$ cat config.mk
export PLATFORM = sky130hd
export DESIGN_NAME = gc3_cell
export DESIGN_NICKNAME = d
export VERILOG_FILES = /design/src/sv/gc3_pkg.sv /design/src/sv/gc3_cell.sv
export SDC_FILE = /design/constraint.sdc
export NUM_CORES = 1
export LEC_CHECK = 0
export BUFFER_PORTS_ARGS = -buffer_cell sky130_fd_sc_hd__buf_4
export CELL_PAD_IN_SITES_DETAIL_PLACEMENT = 1
export CELL_PAD_IN_SITES_GLOBAL_PLACEMENT = 2
export CORE_MARGIN = 2
export CORE_UTILIZATION = 30
export CTS_BUF_LIST = sky130_fd_sc_hd__clkbuf_4 sky130_fd_sc_hd__clkbuf_8 sky130_fd_sc_hd__clkbuf_16
export CTS_CLUSTER_SIZE = 25
export DETAILED_ROUTE_END_ITERATION = 8
export MAX_ROUTING_LAYER = met4
export PLACE_DENSITY_LB_ADDON = 0.1
export SETUP_SLACK_MARGIN = 0.2
export SYNTH_ARGS = -nofsm -noshare
export SYNTH_HDL_FRONTEND = slang
export SYNTH_SLANG_ARGS = --single-unit
$ cat constraint.sdc
create_clock -name clk -period 8.4 [get_ports clk]
set_input_delay 0.84 -clock clk [delete_from_list [all_inputs] [get_ports clk]]
set_output_delay 0.84 -clock clk [all_outputs]
set_load 0.02 [all_outputs]
$ cat src/sv/gc3_pkg.sv
// gc3_pkg: shared types, constants and helpers for the 3x3 grey convolution block.
// Used by gc3_cell, grey_convolution_3x3 and the testbench tb; depends on nothing else.
package gc3_pkg;

	// Default frame limits handed to the top level parameters
	localparam int DEFAULT_MAX_WIDTH  = 1024;
	localparam int DEFAULT_MAX_HEIGHT = 1024;

	// Field widths
	localparam int PIX_W     = 8;
	localparam int SIZE_W    = 11;
	localparam int KROW_W    = 24;
	localparam int COORD_W   = 10;
	localparam int PROD_W    = 16;
	localparam int COLSUM_W  = 18;
	localparam int SUM_W     = 20;
	localparam int PADDR_W   = 5;
	localparam int PDATA_W   = 32;

	// Rounding: divide by 16 with half away from zero on non-negative sums
	localparam int SCALE_SHIFT = 4;
	localparam int ROUND_BIAS  = 8;
	localparam int PIX_MAX     = 255;

	// Register indexes (byte address / 4)
	typedef logic [2:0] reg_idx_t;
	localparam reg_idx_t REG_FRAME_WIDTH   = 3'd0;
	localparam reg_idx_t REG_FRAME_HEIGHT  = 3'd1;
	localparam reg_idx_t REG_KERNEL_TOP    = 3'd2;
	localparam reg_idx_t REG_KERNEL_MIDDLE = 3'd3;
	localparam reg_idx_t REG_KERNEL_BOTTOM = 3'd4;

	// Register reset values
	localparam logic [SIZE_W-1:0] FRAME_WIDTH_RST  = 11'd640;
	localparam logic [SIZE_W-1:0] FRAME_HEIGHT_RST = 11'd480;
	localparam logic [KROW_W-1:0] KERNEL_ROW_RST   = 24'h010101;

	typedef logic [PIX_W-1:0]           pix_t;
	typedef pix_t [2:0]                 col_t;      // [0] top, [1] middle, [2] bottom
	typedef logic signed [PIX_W-1:0]    weight_t;
	typedef weight_t [2:0]              wcol_t;     // [0] top, [1] middle, [2] bottom
	typedef logic signed [PROD_W-1:0]   prod_t;
	typedef logic signed [COLSUM_W-1:0] colsum_t;
	typedef logic signed [SUM_W-1:0]    sum_t;

	// Per-cycle control shared by every cell of the window chain
	typedef struct packed {
		logic shift;    // take the neighbor's column
		logic ld_prod;  // register the three products
		logic ld_sum;   // register the column sum
	} cell_ctrl_t;

	// Result tag that travels beside the pixel data
	typedef struct packed {
		logic               emit;
		logic               last;
		logic [COORD_W-1:0] row;
		logic [COORD_W-1:0] col;
	} meta_t;

	// Divide by 16, round half away from zero, saturate to 0..255
	function automatic pix_t scale_clamp(input sum_t s);
		logic [SUM_W-1:0]             rounded;
		logic [SUM_W-SCALE_SHIFT-1:0] quot;
		rounded = $unsigned(s) + SUM_W'(ROUND_BIAS);
		quot    = rounded[SUM_W-1:SCALE_SHIFT];
		if (s[SUM_W-1]) begin
			return '0;
		end else if (quot > (SUM_W-SCALE_SHIFT)'(PIX_MAX)) begin
			return PIX_W'(PIX_MAX);
		end else begin
			return PIX_W'(quot);
		end
	endfunction

endpackage

$ cat src/sv/gc3_cell.sv
// gc3_cell: one column of the 3x3 window with its three multipliers and column adder.
// Depends on gc3_pkg.
module gc3_cell (
	input  logic                clk,
	input  logic                arst_n,
	input  gc3_pkg::cell_ctrl_t ctrl,
	input  gc3_pkg::col_t       col_in,
	input  gc3_pkg::wcol_t      weights,
	output gc3_pkg::col_t       col_out,
	output gc3_pkg::colsum_t    colsum
);
	import gc3_pkg::*;

	col_t    col_q;
	prod_t   prod_s3 [3];
	colsum_t colsum_s4;

	// Window column: advance from the right-hand neighbor
	always_ff @(posedge clk or negedge arst_n) begin
		if (!arst_n) begin
			col_q <= '0;
		end else if (ctrl.shift) begin
			col_q <= col_in;
		end
	end

	always_ff @(posedge clk) begin
		if (ctrl.ld_prod) begin
			for (int i = 0; i < 3; i++) begin
				prod_s3[i] <= $signed({1'b0, col_q[i]}) * $signed(weights[i]);
			end
		end
		if (ctrl.ld_sum) begin
			colsum_s4 <= colsum_t'(prod_s3[0]) + colsum_t'(prod_s3[1])
				+ colsum_t'(prod_s3[2]);
		end
	end

	assign col_out = col_q;
	assign colsum  = colsum_s4;

endmodule

* Word level (Yosys, flattened, before mapping) *
Memory sizes are Yosys's and may differ from the RTL's.
Index checks and enable logic that the tools add are counted.

word-level totals
  bits in registers = 42
  input bits = 53
  memory bits (writable) = 48
  logic and storage cells = 12
  memories = 1

memories
  name     words  bits a word  read ports  clocked after Yosys merged registers in  write ports  line            source
  prod_s3  3      16           3           0                                        3            gc3_cell.sv:15  prod_t prod_s3 [3];

operators by class
  $mul = 3
  multiplexer cells = 2
  add/sub/neg operators = 2

operators by type and width
  cell              number
  $mul A9 B8 Y16    3
  $add A17 B16 Y18  1
  $add A16 B16 Y17  1
  $mux W1           2

* Longest topological paths before layout *
Gate-level depths: netlist (run 1).

  depth after elaboration = 2
  gate-level depth with buffers = 18
  gate-level depth less buffers = 18

* Worst setup path before layout (run 1) *
No wires, ideal clock.

  path kind = input to register
  start = input port weights[7] (netlist name)
  end = memory prod_s3[0][14] (netlist name) (data pin)
  setup slack = 3.814 ns
  data arrival time = 4.315 ns
  library setup time = 0.271 ns
  stages on the path = 14
  buffers on the path = 0
  cell sequence = nand2b_1 -> fa_1 -> fa_1 -> inv_1 -> fa_1 -> inv_1 -> fa_1 -> inv_1 -> ha_1 -> a21boi_0 -> o21a_1 -> o21ai_1 -> a211oi_1 -> o311ai_1

RTL lines
  what             line            source
  start, declared  gc3_cell.sv:8   input gc3_pkg::wcol_t weights,
  end, declared    gc3_cell.sv:15

==> results of run 1 <==
## flip-flops by register name (all words and copies together), names as in the netlist
register  count
col_out      24
colsum       18
prod_s3      48
## routing by layer
layer | share of wire (%) | up-vias
li1 | - | 3367
met1 | 50 | 3545
met2 | 47 | 66
met3 | 2.4 | 13
met4 | 0.80 | 0
met5 | 0 | -
## synth_stat cells, types with 7 or more instances
cell type / n / area share [%]
sky130_fd_sc_hd__inv_1: 170 / 6.2
sky130_fd_sc_hd__ha_1: 136 / 16
sky130_fd_sc_hd__fa_1: 128 / 25
sky130_fd_sc_hd__and2_1: 120 / 7.3
sky130_fd_sc_hd__edfxtp_1: 66 / 19
sky130_fd_sc_hd__nand2_1: 63 / 2.3
sky130_fd_sc_hd__nor2_1: 39 / 1.4
sky130_fd_sc_hd__xnor2_1: 38 / 3.2
sky130_fd_sc_hd__a21oi_1: 24 / 1.2
sky130_fd_sc_hd__dfrtp_1: 24 / 5.8
sky130_fd_sc_hd__mux2_2: 24 / 2.6
sky130_fd_sc_hd__nand2b_1: 16 / 0.97
sky130_fd_sc_hd__o21ai_0: 11 / 0.53
sky130_fd_sc_hd__a21o_1: 10 / 0.73
sky130_fd_sc_hd__xor2_1: 10 / 0.85
sky130_fd_sc_hd__nor3_1: 9 / 0.44
sky130_fd_sc_hd__o211ai_1: 7 / 0.51
## where the power goes
part / total, mW / internal [mW] / leakage (nW) / switching (mW)
clock network: 0.439 / 0.234 / 0.149 / 0.205
logic: 3.21 / 1.42 / 4.54 / 1.79
registers: 0.950 / 0.831 / 0.929 / 0.118
## area by class of cell
cell class              count  area [um^2]
clock buffers               9          225
clock inverters             6         72.6
fillers                  3903        22400
inverters                 170          638
multi-input cells         708         7110
flip-flops and latches     90         2580
well taps                 455          569
repair buffers             94          706
## cell families (layout without fill, tap and decap cells)
| kind of cell | count (synthesis) | in the layout | synth area share [%] |
|---|---|---|---|
| compound gates | 91 | 91 | 6.14 |
| xor+xnor | 48 | 48 | 4.06 |
| fa+ha+maj | 264 | 264 | 41.2 |
| buf+inv | 175 | 279 | 6.34 |
| flops | 90 | 90 | 24.9 |
| mux | 27 | 27 | 2.90 |
| simple gates | 278 | 278 | 14.4 |
## final timing paths
| check | end | slack (ps) | depth (start not counted) |
|---|---|---|---|
| worst max-delay path | prod_s3[0][14] | 3650 | 14 |
| worst min-delay path | col_out[9] | 410 | 1 |
| max in group asynchronous | col_out[6] | 7640 | 1 |
| worst min register to register | colsum[1] | 740 | 2 |
| min in group clk | col_out[13] | 700 | 2 |
| worst max register to register | prod_s3[0][14] | 3650 | 14 |
## stage by stage
stage	instances	power [mW]
2_1_floorplan	973	3.35
3_3_place_gp	1517	4.22
3_5_place_dp	1517	4.24
4_1_cts	1532	4.72
5_1_grt	1532	5.14
6_report	1532	4.60
==> run summary, run 1 <==
For the met3 routing resource usage after global routing, the log shows 2.05%. The tools report the number of buffers inserted by hold repair at cts as 0. Before CTS, the worst setup slack after placement is 3330 ps. In this run, synthesis produced a sequential element count of 90. In this run the cell area measured after placement is 11,600 um^2.

Critical path class: reg -> reg. Global routing finished with a remaining overflow of 0. The post-layout worst setup margin was 3650 ps; the width of the chip was 190 um.

STA puts the critical path data required time at 8510 ps. For this design the ratio of total power to cell area is 386 nW/um^2. Root buffer cell: sky130_fd_sc_hd__clkbuf_16.

Together, buffers and inverters on the worst path number 3. The highest net fanout along the worst path works out to 10. The count of antenna diodes in the layout was 0; the yosys synthesis warning count was 0.

The tools report the element type at the critical path start as a register. After layout, the minimum clock period comes to 4750 ps. Clock latency on the worst-skew pair, taken at its later pin, is 370 ps. The post-synthesis to final-layout area growth was 15.0%; the H-tree depth was 3. In this design, the largest share of critical-path delay is due to adder cells.

The net count of the finished layout is 1,390. Using the TritonRoute via totals, the vias-per-cell ratio works out to 4.56. The count of nets left with antenna violations once routing finished came out at 0. The met2 track utilization from global routing came out at 24.1%.

For this run, the register share of the synthesized area comes to 24.9%. The cell count after synthesis is 973, and the overall die area is 36,000 um^2. The global routing stage identified its most utilized layer as met2. The startpoint identified for the worst register-to-register timing path is col_out[0]. The first global-routing pass estimated 42,100 um of wire. For this run, the top clock speed supported by timing is 0.211 GHz.

STA puts the critical path data arrival time at 4860 ps. The tools report the count of final hold-check violations as 0. Headroom to the max-slew limit came out at 56.7%. The run finished with clean final reports. The DRC violation count after routing was 0; the post-cts sizing count was 0.

The floorplan die height was 190 um. In this run the cell area of the synthesized design comes to 10,400 um^2. In the synthesized netlist the async set-or-reset flop fraction comes to 26.7%. The most common cell after layout, fill and taps aside is sky130_fd_sc_hd__inv_1. Counting along the longest clock path gives a buffer depth of 2. The library cells used most frequently in the layout, excluding fill and tap cells, are sky130_fd_sc_hd__inv_1 (170), sky130_fd_sc_hd__ha_1 (136), sky130_fd_sc_hd__fa_1 (128). On the critical path, the stage with the largest delay is an instance of sky130_fd_sc_hd__fa_1. By instance count, the cell type seen most on the critical path is sky130_fd_sc_hd__fa_1. The proportion of layout cells with a drive suffix above 1 is 13.3%.

The final core utilization was 34.7%; the clock edge transition at the registers on the reported setup and hold paths was 80 ps. The clock sink count is 90, and the top-level I/O count is 95. For the pin count of the biggest net entering global routing, the log shows 49. Max-cap violations in this run came to 0. TritonCTS built the clock tree. Final number of max-transition violations: 0. Setup repair after global routing left no endpoint under its margin. Worst clock skew: 10.5 ps. IR analysis of the VDD net gives a maximum drop of 0.209 mV.

The signal on the critical path passes through nand2b_1, fa_1, fa_1, inv_1, fa_1, inv_1, fa_1, inv_1, ha_1, a21boi_0, o21a_1, o21ai_1, a211oi_1, o311ai_1. Counting flops with a built-in enable in the synthesized netlist gives 66. After clock tree synthesis, the setup repair step added 0 buffers.

The tools report the violation count after the first detailed-routing iteration as 201. The initial utilization of the core area, before any placement, comes to 30.2%. The critical path starts at col_out[0]. At the pin with the least slew margin, the transition time is 650 ps. The count of distinct cell types in the synthesized netlist came out at 53.

A synthesized cell averages 10.6 um^2. In this run the static leakage power is 5.62 nW. The run gives 21.8% as the met1 capacity usage during global routing.

The worst path uses 56.5% of the clock period. The wire-length estimate of the detail-placed layout is 20,800 um. The number of global-route vias before repair is 7,608, and the worst-case hold slack is 411 ps.

For the final routed database, the setup TNS stands at 0 ps. In this run the standard cell core region covers 34,300 um^2. Dividing the detail-routed wire length by the instance count gives 16.3 um.

After routing the design area is 11,900 um^2. Counting the buffers created by CTS gives 9. For this run, the slowest stage of the critical path takes 540 ps. Across every metal layer, demand over resource in global routing totals 15.4%. When the netlist entered floorplanning its net count stood at 1,290. The number of port buffers is 94. The detailed-router iteration count before antenna repair came out at 4. Setup violations remaining at the end of the flow were counted as 0. The tightest min-delay check is of the in -> async type.

The tools report the routability-driven placement congestion ratio as 0.718. For this run, the leading register cell type out of synthesis is sky130_fd_sc_hd__edfxtp_1. The detailed router placed 6,991 vias in this run. The initial antenna violation count is 0, and the placement row count is 68. For the total routed wirelength, the log shows 25,000 um. The element type at the critical path end was a register.
No activity file was read; power rests on OpenSTA's default activity.
==> run 2: changes to the inputs <==
==> constraint.sdc (replaced) <==
create_clock -name clk -period 4.72 [get_ports clk]
set_input_delay 0.472 -clock clk [delete_from_list [all_inputs] [get_ports clk]]
set_output_delay 0.472 -clock clk [all_outputs]
set_load 0.02 [all_outputs]
==> run 2 against run 1 <==
- via count fell by 0.30%
- utilization rose by 0.81 points
- combinational power rose by 83%
- first-iteration DRC count rose by 2.0%
- sequential cell count did not move
- worst hold slack got worse by 390 ps
- critical endpoint is now prod_s3[0][15]
- largest cell class unchanged
==> run summary, run 2 (synthesized netlist as in run 1, its figures left out) <==
Via-per-instance ratio: 4.47 (was 4.56). Power per unit of standard cell area: 683 nW/um^2 (was 386 nW/um^2). The half-perimeter wire length after placement was 21,300 um (was 20,800 um); the number of buffers inserted by hold repair at cts was 0 (unchanged).

The logs give 0 (unchanged) for the count of final hold-check violations and 56.8% (was 56.7%) for the worst relative slew slack. The logs give 90 (unchanged) for the clock sink count and 0 (unchanged) for the max-cap check violation count. The H-tree depth came out at 3 (unchanged). The pin slew with the least headroom to its limit is 649 ps (was 650 ps).

The element type at the critical path start was a register (unchanged). For the violation count after the first detailed-routing iteration, the log shows 205 (was 201). Root buffer cell: sky130_fd_sc_hd__clkbuf_16 (unchanged). The post-synthesis to final-layout area growth is 17.7% (was 15.0%). The aggregate negative setup slack is 0 ps (unchanged). The most common cell after layout, fill and taps aside is sky130_fd_sc_hd__inv_1 (unchanged).

The fraction of the cycle the final worst path needs was 91.4% (was 56.5%). The logs give 0.749 (was 0.718) for the routability-driven placement congestion ratio and 0 (unchanged) for the final number of max-transition violations. Maximum number of buffers from clock root to sink: 2 (unchanged). The worst-skew pair later-pin latency is 370 ps (about the same).

The number of standard cells in the final layout excluding fillers is 1,558 (was 1,532), and the data required time at the worst endpoint is 4830 ps (was 8510 ps). The number of nets in the final layout was 1,415 (was 1,390). The floorplan die height was 190 um (unchanged). The slowest stage cell on the critical path was sky130_fd_sc_hd__fa_1 (unchanged).

The clock edge transition at the registers on the reported setup and hold paths is 80 ps (about the same), and the initial standard-cell utilization of the core is 30.2% (unchanged). The number of fill cells in the layout was 3,844 (was 3,903). Cell breakdown of the critical path: and2_1, fa_1, fa_1, fa_1, inv_1, fa_1, inv_1, ha_1, or3_1, o211ai_1, o21ai_1, a21oi_1, xnor2_1 (was nand2b_1, fa_1, fa_1, inv_1, fa_1, inv_1, fa_1, inv_1, ha_1, a21boi_0, o21a_1, o21ai_1, a211oi_1, o311ai_1).

The run gives 0.232 GHz (was 0.211 GHz) as the maximum achievable frequency. The path class of the lowest-slack min-delay path is in -> async (unchanged). Critical path class: reg -> reg (unchanged). The overall die area is 36,000 um^2 (unchanged).

The DRC violation count after routing was 0 (unchanged); the highest net fanout along the worst path was 10 (unchanged). Sum of overflow across all layers after global routing: 0 (unchanged). The largest stage delay on the critical path came out at 550 ps (was 540 ps). The tools report the number of cells after detailed placement as 1,539 (was 1,517). The run gives 0 (unchanged) as the post-detailed-route count of antenna-violating nets. TritonCTS built the clock tree.

The wire length of the first global-routing pass is 42,200 um (was 42,100 um), and the overall via count from detail_route is 6,970 (was 6,991). The depth of the most critical reg-to-reg path works out to 13 (was 14). The run gives 0 (unchanged) as the count of antenna diodes in the layout. The proportion of layout cells with a drive suffix above 1 came out at 17.6% (was 13.3%). The run finished with clean final reports. The static leakage power is 5.73 nW (was 5.62 nW), and the flip-flop count of the largest register after layout is 48 (unchanged). The initial antenna violation count was 0 (unchanged); the time the final worst path needs with I/O delays and setup was 4310 ps (was 4750 ps). The logs give 95 (unchanged) for the top-level I/O count and 2600 um^2 (was 2580 um^2) for the area taken by flip-flops and latches. Setup repair after global routing could not meet its margin everywhere. The tools report the final setup violation count as 0 (unchanged). Largest register by flop count: prod_s3 (unchanged). The worst clock skew is 16.1 ps (was 10.5 ps), and the total core area is 34,300 um^2 (unchanged). The arrival time at the worst endpoint was 4420 ps (was 4860 ps). The number of port buffers came out at 94 (unchanged).

The tools report the placement row count as 68 (unchanged). The width of the chip works out to 190 um (unchanged). The logs give 4 (unchanged) for the detailed-router iteration count before antenna repair and 7180 um^2 (was 7110 um^2) for the multi-input combinational cell area.

Most prevalent standard cell on the critical path: sky130_fd_sc_hd__fa_1 (unchanged). The logs give 0.301 mV (was 0.209 mV) for the peak supply drop and 9 (unchanged) for the number of buffers created by CTS. The number of global-route vias before repair came out at 7,646 (was 7,608). Detailed-route wire length per cell: 16.1 um (was 16.3 um). Most frequent cells in the layout: sky130_fd_sc_hd__inv_1 (170), sky130_fd_sc_hd__ha_1 (134), sky130_fd_sc_hd__fa_1 (127) (was sky130_fd_sc_hd__inv_1 (170), sky130_fd_sc_hd__ha_1 (136), sky130_fd_sc_hd__fa_1 (128)). The tools report the pin count of the biggest net entering global routing as 49 (unchanged). The total routed wirelength was 25,100 um (was 25,000 um). The run gives 15.6% (was 15.4%) as the aggregate global-route resource usage. The element type at the critical path end is a register (unchanged).
==> run 2: per-stage QoR <==
stage	setup WS [ps]	hold slack (ps)	total power [mW]	cell area, um^2	utilization [%]
finish	408	17.0	8.32	12200	35.5
detailed placement	33.8	431	7.55	11800	34.3
global route	182	23.0	9.32	12200	35.5
global placement	100	424	7.55	11800	34.3
floorplan	347	176	5.96	10400	-
CTS	201	18.4	8.40	12100	35.2
==> run 2: final cells by class <==
type	instances	area share [%]
multi-input cells	708	58.9
flip-flops and latches	90	21.3
repair buffers	119	7.33
inverters	170	5.24
well taps	455	4.67
clock buffers	9	1.85
clock inverters	7	0.616
==> run 2: repair_timing <==
action,4_1_cts,5_1_grt
setup buffers,0,3
resized for setup,1,30
hold endpoints to repair,0,0
pin swaps,0,4
gates cloned,0,0
setup endpoints to repair,1,11
==> run 2: worst max-delay path, delay by kind of cell (launching register included) <==
family,cells,cell delay (ps)
buffers and inverters,2,90
AND/OR/NAND/NOR,2,590
AO/OA/AOI/OAI,3,520
adder cells (fa/ha/maj),5,2270
XOR/XNOR,1,90
flip-flops,1,490
==> run 2: routing by layer <==
metal  vias up  wire length [um]  GRT usage, %  share of wire [%]
met5         -                 0             -                  0
met4         0               195          2.77               0.78
met3        11               463          2.16                1.8
met2        58             11300          23.6                 45
met1      3479             13200          22.5                 52
li1       3422                 -             -                  -
==> run 2: path summary, 6_finish.rpt <==
kind                              from              to  slack, ps
max in group asynchronous       arst_n      col_out[5]       4300
max                         col_out[5]  prod_s3[0][15]        410
max reg2reg                 col_out[5]  prod_s3[0][15]        410
min                             arst_n      col_out[9]         20
min reg2reg                col_out[18]     col_out[18]        590
min in group clk            col_in[11]     col_out[11]        330
==> run 2: where the power goes <==
| group | switching [mW] | total (mW) | leakage, nW | internal, mW |
|---|---|---|---|---|
| clock network | 0.357 | 0.774 | 0.147 | 0.416 |
| registers | 0.189 | 1.67 | 0.914 | 1.48 |
| logic | 3.24 | 5.88 | 4.67 | 2.64 |
| total | 3.78 | 8.32 | 5.73 | 4.54 |
